$ cat src/e2q_pkg.sv
// Shared constants, types and the CORDIC angle table for the Euler to quaternion block.
// No dependencies.
package e2q_pkg;

  localparam int unsigned CordicSteps = 16;
  localparam int unsigned TrigW       = 32;   // Q2.30 sine/cosine
  localparam int unsigned AngW        = 26;   // 1/65536 degree, folded to +-90 degrees
  localparam int unsigned ProdW       = 64;
  localparam int unsigned SumW        = 34;

  localparam logic signed [16:0] HalfRight = 17'sd23040;
  localparam logic signed [16:0] HalfTurn  = 17'sd46080;
  localparam logic signed [TrigW-1:0] CordicGain = 32'sd652032874;

  typedef logic signed [TrigW-1:0] trig_t;

  typedef struct packed {
    trig_t c;
    trig_t s;
  } sincos_t;

  function automatic logic signed [AngW-1:0] atan_deg(input logic [3:0] idx);
    logic signed [AngW-1:0] r;
    begin
      case (idx)
        4'd0:  r = 26'sd2949120;
        4'd1:  r = 26'sd1740967;
        4'd2:  r = 26'sd919879;
        4'd3:  r = 26'sd466945;
        4'd4:  r = 26'sd234379;
        4'd5:  r = 26'sd117304;
        4'd6:  r = 26'sd58666;
        4'd7:  r = 26'sd29335;
        4'd8:  r = 26'sd14668;
        4'd9:  r = 26'sd7334;
        4'd10: r = 26'sd3667;
        4'd11: r = 26'sd1833;
        4'd12: r = 26'sd917;
        4'd13: r = 26'sd458;
        4'd14: r = 26'sd229;
        4'd15: r = 26'sd115;
        default: r = '0;
      endcase
      return r;
    end
  endfunction

endpackage

$ cat src/e2q_cordic.sv
// Pipelined rotation-mode CORDIC: half angle in 1/256 degree to Q2.30 cosine and sine.
// Depends on e2q_pkg. One stage per iteration, advanced by en_i.
module e2q_cordic (
  input  logic                  clk_i,
  input  logic                  en_i,
  input  logic signed [15:0]    half_i,
  output e2q_pkg::sincos_t      sc_o
);

  localparam int unsigned N = e2q_pkg::CordicSteps;

  e2q_pkg::trig_t                    x_q [N+1];
  e2q_pkg::trig_t                    y_q [N+1];
  logic signed [e2q_pkg::AngW-1:0]   z_q [N+1];
  logic                              flip_q [N+1];

  // fold beyond +-90 degrees by half a turn, negating the result at the end
  logic signed [16:0] h_ext, h_fold;
  logic               flip_d;
  always_comb begin
    h_ext  = {half_i[15], half_i};
    h_fold = h_ext;
    flip_d = 1'b0;
    if (h_ext > e2q_pkg::HalfRight) begin
      h_fold = h_ext - e2q_pkg::HalfTurn;
      flip_d = 1'b1;
    end else if (h_ext < -e2q_pkg::HalfRight) begin
      h_fold = h_ext + e2q_pkg::HalfTurn;
      flip_d = 1'b1;
    end
  end

  always_ff @(posedge clk_i) begin
    if (en_i) begin
      x_q[0]    <= e2q_pkg::CordicGain;
      y_q[0]    <= '0;
      z_q[0]    <= {{(e2q_pkg::AngW-25){h_fold[16]}}, h_fold, 8'd0};
      flip_q[0] <= flip_d;
    end
  end

  for (genvar i = 0; i < N; i++) begin : g_iter
    e2q_pkg::trig_t dx, dy;
    assign dx = x_q[i] >>> 0;
    assign dy = y_q[i] >>> i;
    always_ff @(posedge clk_i) begin
      if (en_i) begin
        flip_q[i+1] <= flip_q[i];
        if (!z_q[i][e2q_pkg::AngW-1]) begin
          x_q[i+1] <= x_q[i] - dy;
          y_q[i+1] <= y_q[i] + (dx >>> i);
          z_q[i+1] <= z_q[i] - e2q_pkg::atan_deg(4'(i));
        end else begin
          x_q[i+1] <= x_q[i] + dy;
          y_q[i+1] <= y_q[i] - (dx >>> i);
          z_q[i+1] <= z_q[i] + e2q_pkg::atan_deg(4'(i));
        end
      end
    end
  end

  assign sc_o.c = flip_q[N] ? -x_q[N] : x_q[N];
  assign sc_o.s = flip_q[N] ? -y_q[N] : y_q[N];

endmodule

$ cat config.mk
export PLATFORM = sky130hd
export DESIGN_NAME = e2q_cordic
export DESIGN_NICKNAME = d
export VERILOG_FILES = /design/src/e2q_pkg.sv /design/src/e2q_cordic.sv
export SDC_FILE = /design/constraint.sdc
export NUM_CORES = 2
export LEC_CHECK = 0
export BUFFER_PORTS_ARGS = -buffer_cell sky130_fd_sc_hd__buf_4
export CAP_MARGIN = 10
export CELL_PAD_IN_SITES_DETAIL_PLACEMENT = 0
export CELL_PAD_IN_SITES_GLOBAL_PLACEMENT = 1
export CORE_MARGIN = 2
export CORE_UTILIZATION = 52
export DETAILED_ROUTE_END_ITERATION = 6
export GPL_TIMING_DRIVEN = 0
export PLACE_DENSITY_LB_ADDON = 0.2
export SETUP_SLACK_MARGIN = 0.4
export SLEW_MARGIN = 20
export SYNTH_ARGS = -nofsm -noshare
export SYNTH_HDL_FRONTEND = slang
export SYNTH_SLANG_ARGS = --single-unit
$ cat constraint.sdc
create_clock -name clk_i -period 5.7 [get_ports clk_i]
set_input_delay 0.57 -clock clk_i [delete_from_list [all_inputs] [get_ports clk_i]]
set_output_delay 0.57 -clock clk_i [all_outputs]
set_load 0.005 [all_outputs]
==> flow_metrics.env <==
export IMPL_status="complete, no violations"
export IMPL_clkLatencyLatePin_ns=0.82
export IMPL_reg2reg_setup_slack_ns=0.54
export IMPL_min_period_ns=5.16
export IMPL_track_usage=0.265
export IMPL_hold_class="in -> reg"
export IMPL_crit_family="compound AO/OA/AOI/OAI gates"
export IMPL_clk_path_buf_depth=3
export IMPL_nNetsFinal=13200
export IMPL_dp_hpwl_um=237000
export IMPL_place_area_um2=116000
export IMPL_synth_top_area_share=0.352
export IMPL_register_area_um2=39300
export IMPL_overflow=0
export IMPL_synth_area_um2=112000
export IMPL_rows=170
export IMPL_crit_path_end="x_q[11][31]"
export IMPL_timing_hold_ws_ns=0.109
export IMPL_routedWlPerCell_um=19.9
export IMPL_die_width_um=467
export IMPL_rr_startpoint="z_q[10][25]"
export IMPL_initial_core_util=0.522
export IMPL_startpoint="z_q[10][25]"
export IMPL_pre_cts_slack_ns=-2.25
export IMPL_final_max_slew_viol_count=0
export IMPL_critPathRequiredTime_ns=6.23
export IMPL_max_freq_mhz=194
export IMPL_drt_pass1_iter_count=6
export IMPL_die_area_um2=218000
export IMPL_synthFlopType="edfxtp_1"
export IMPL_path_class="reg -> reg"
export IMPL_grt_pass1_wl_um=466000
export IMPL_area_growth_pct=9.64
export IMPL_cts_inserted_buffers=154
export IMPL_drt_iter0_drc=6148
export IMPL_setup_viol=0
export IMPL_ys_top_cells_by_count="ha_1 (1,335), edfxtp_1 (1,309), a21oi_1 (1,162)"
export IMPL_grt_pass1_vias=85700
export IMPL_relSlewSlack=0.239
export IMPL_post_route_drc_count=0
export IMPL_drt_total_wl_um=295000
export IMPL_yosysMostFrequentCell="ha_1"
export IMPL_synth_distinct_cells=100
export IMPL_die_h_um=467
export IMPL_rr_worst_depth=18
export IMPL_clockRootBuffer="clkbuf_16"
export IMPL_drive_gt1_frac=0.0536
export IMPL_cts_max_level=4
export IMPL_final_antenna_net_count=0
export IMPL_clock_skew_ns=0.0318
export IMPL_async_reset_ff_frac=0
export IMPL_syn_num_nets=12900
export IMPL_rsz0062_at_grt="yes"
export IMPL_maxCapViolCount=0
export IMPL_synthTopCellsByArea="edfxtp_1 (35%), ha_1 (15%), xnor2_1 (9.0%)"
export IMPL_io_pins=82
export IMPL_cpMaxStageDelayCell="a41oi_1"
export IMPL_cp_end_kind="register"
export IMPL_ys_seq_elements=1309
export IMPL_worst_path_buf_inv=3
export IMPL_cp_cell_sequence="nand2_2 > inv_1 > clkbuf_2 > clkbuf_2 > a21oi_1 > xor2_1 > ha_1 > o21ai_0 > a21oi_1 > o221ai_1 > o21ai_1 > a41oi_1 > o21ai_1 > a221o_1 > o221a_2 > o21ai_0 > a21oi_1 > xnor2_1"
export IMPL_cp_common_cell="a21oi_1"
export IMPL_fin_ws_ns=0.536
export IMPL_arrival_ns=5.70
export IMPL_synth_top_area_cell="edfxtp_1"
export IMPL_syn_area_per_cell_um2=9.66
export IMPL_place_congestion=0.933
export IMPL_max_stage_delay_ns=0.46
export IMPL_cts_tree="yes"
export IMPL_timing_final_hold_violations=0
export IMPL_routed_via_count=87900
export IMPL_multi_input_area_um2=70200
export IMPL_worst_path_max_fanout=10
export IMPL_period_share=0.906
export IMPL_yosysWarnings=0
export IMPL_core_area_um2=214000
export IMPL_cts_sinks=1309
export IMPL_start_kind="register"
export IMPL_drt_vias_per_instance=5.94
export IMPL_port_buffers=80
export IMPL_synth_edff_count=1309
export IMPL_antenna_found_initial=6
export IMPL_design_area_um2=122000
export IMPL_path_clk_slew_ns=0.06
export IMPL_tightestPinTransition_ns=1.13
export IMPL_seq_area_frac_synth=0.352
export IMPL_grt_max_degree=64
export IMPL_cp_num_cells=18
export IMPL_fillers=18700
export IMPL_synth_cells=11600
export IMPL_rr_endpoint="x_q[11][31]"
==> worst register-to-register path, cell delays in order, from the launching register on <==
cell	delay, ns
edfxtp_1	0.41
nand2_2	0.31
inv_1	0.15
clkbuf_2	0.25
clkbuf_2	0.29
a21oi_1	0.20
xor2_1	0.33
ha_1	0.35
o21ai_0	0.17
a21oi_1	0.11
o221ai_1	0.31
o21ai_1	0.21
a41oi_1	0.46
o21ai_1	0.21
a221o_1	0.39
o221a_2	0.26
o21ai_0	0.21
a21oi_1	0.13
xnor2_1	0.16
==> registers in the layout, summed over array words and instances (netlist names) <==
name / flops
x_q: 456
z_q: 355
y_q: 481
flip_q: 17
==> timing repair <==
item,CTS,global route
resized for setup,73,97
cloned,0,0
hold endpoints to repair,10,0
hold buffers,10,0
buffers inserted,0,14
pin swaps,1,5
setup endpoints to repair,405,105
==> kinds of logic after synthesis <==
| logic type | share of synthesized area |
|---|---|
| compound gates | 0.197 |
| simple gates | 0.127 |
| xor+xnor | 0.134 |
| fa+ha+maj | 0.157 |
| flops | 0.352 |
| buf+inv | 0.0227 |
| mux | 0.0103 |
==> layer usage <==
layer,up-vias,share of wire,global-route usage
met2,1907,0.48,0.461
met5,-,0,0
met4,0,0.031,0.0831
met1,42000,0.44,0.346
met3,467,0.042,0.0266
li1,43500,-,-
==> worst min path at each step <==
stage / cells past startpoint / end / start
final: 2 / z_q[0][22] / half_i[14]
after global routing: 2 / z_q[0][22] / half_i[14]
after CTS: 2 / z_q[0][22] / half_i[14]
after detailed placement: 0 / flip_q[2][0] / flip_q[1][7]
after global placement: 0 / flip_q[0][6] / flip_q[0][5]
after floorplan: 0 / flip_q[0][1] / flip_q[0][0]
==> through the flow <==
stage	util	cells	setup TNS (ns)
2_1_floorplan	-	11600	0
3_3_place_gp	0.541	14500	-1349.74
3_5_place_dp	0.544	14500	-461.94
4_1_cts	0.570	14800	0
5_1_grt	0.572	14800	0
6_report	0.572	14800	0
==> area by class of cell <==
cell class,instances,share of cell area
Antenna cell,6,0.000123
Buffer,191,0.00743
Clock buffer,181,0.0330
Clock inverter,97,0.00900
Inverter,483,0.0148
Multi-Input combinational cell,9570,0.574
Sequential cell,1309,0.321
Tap cell,2838,0.0290
Timing Repair Buffer,127,0.0114
==> cell usage in the layout, fill, tap and decap left out, types with 45 or more instances in the layout <==
master,count
a211oi_1,79
a21o_1,543
a21oi_1,1158
a31oi_1,106
and2_1,50
and3_1,94
buf_4,99
clkbuf_1,127
clkbuf_16,158
edfxtp_1,1309
ha_1,1334
inv_1,474
mux2i_1,66
nand2_1,635
nand2b_1,186
nand3_1,177
nand4_1,98
nor2_1,877
nor2b_1,163
nor3_1,264
nor4_1,55
o211ai_1,57
o21a_1,149
o21ai_0,597
o21bai_1,160
o31ai_1,126
o41ai_1,55
or2_2,45
or3_1,90
xnor2_1,1149
xor2_1,559
Power is not shown: default switching activity piles up to over one toggle a cycle in this logic, so the estimate is an artifact.
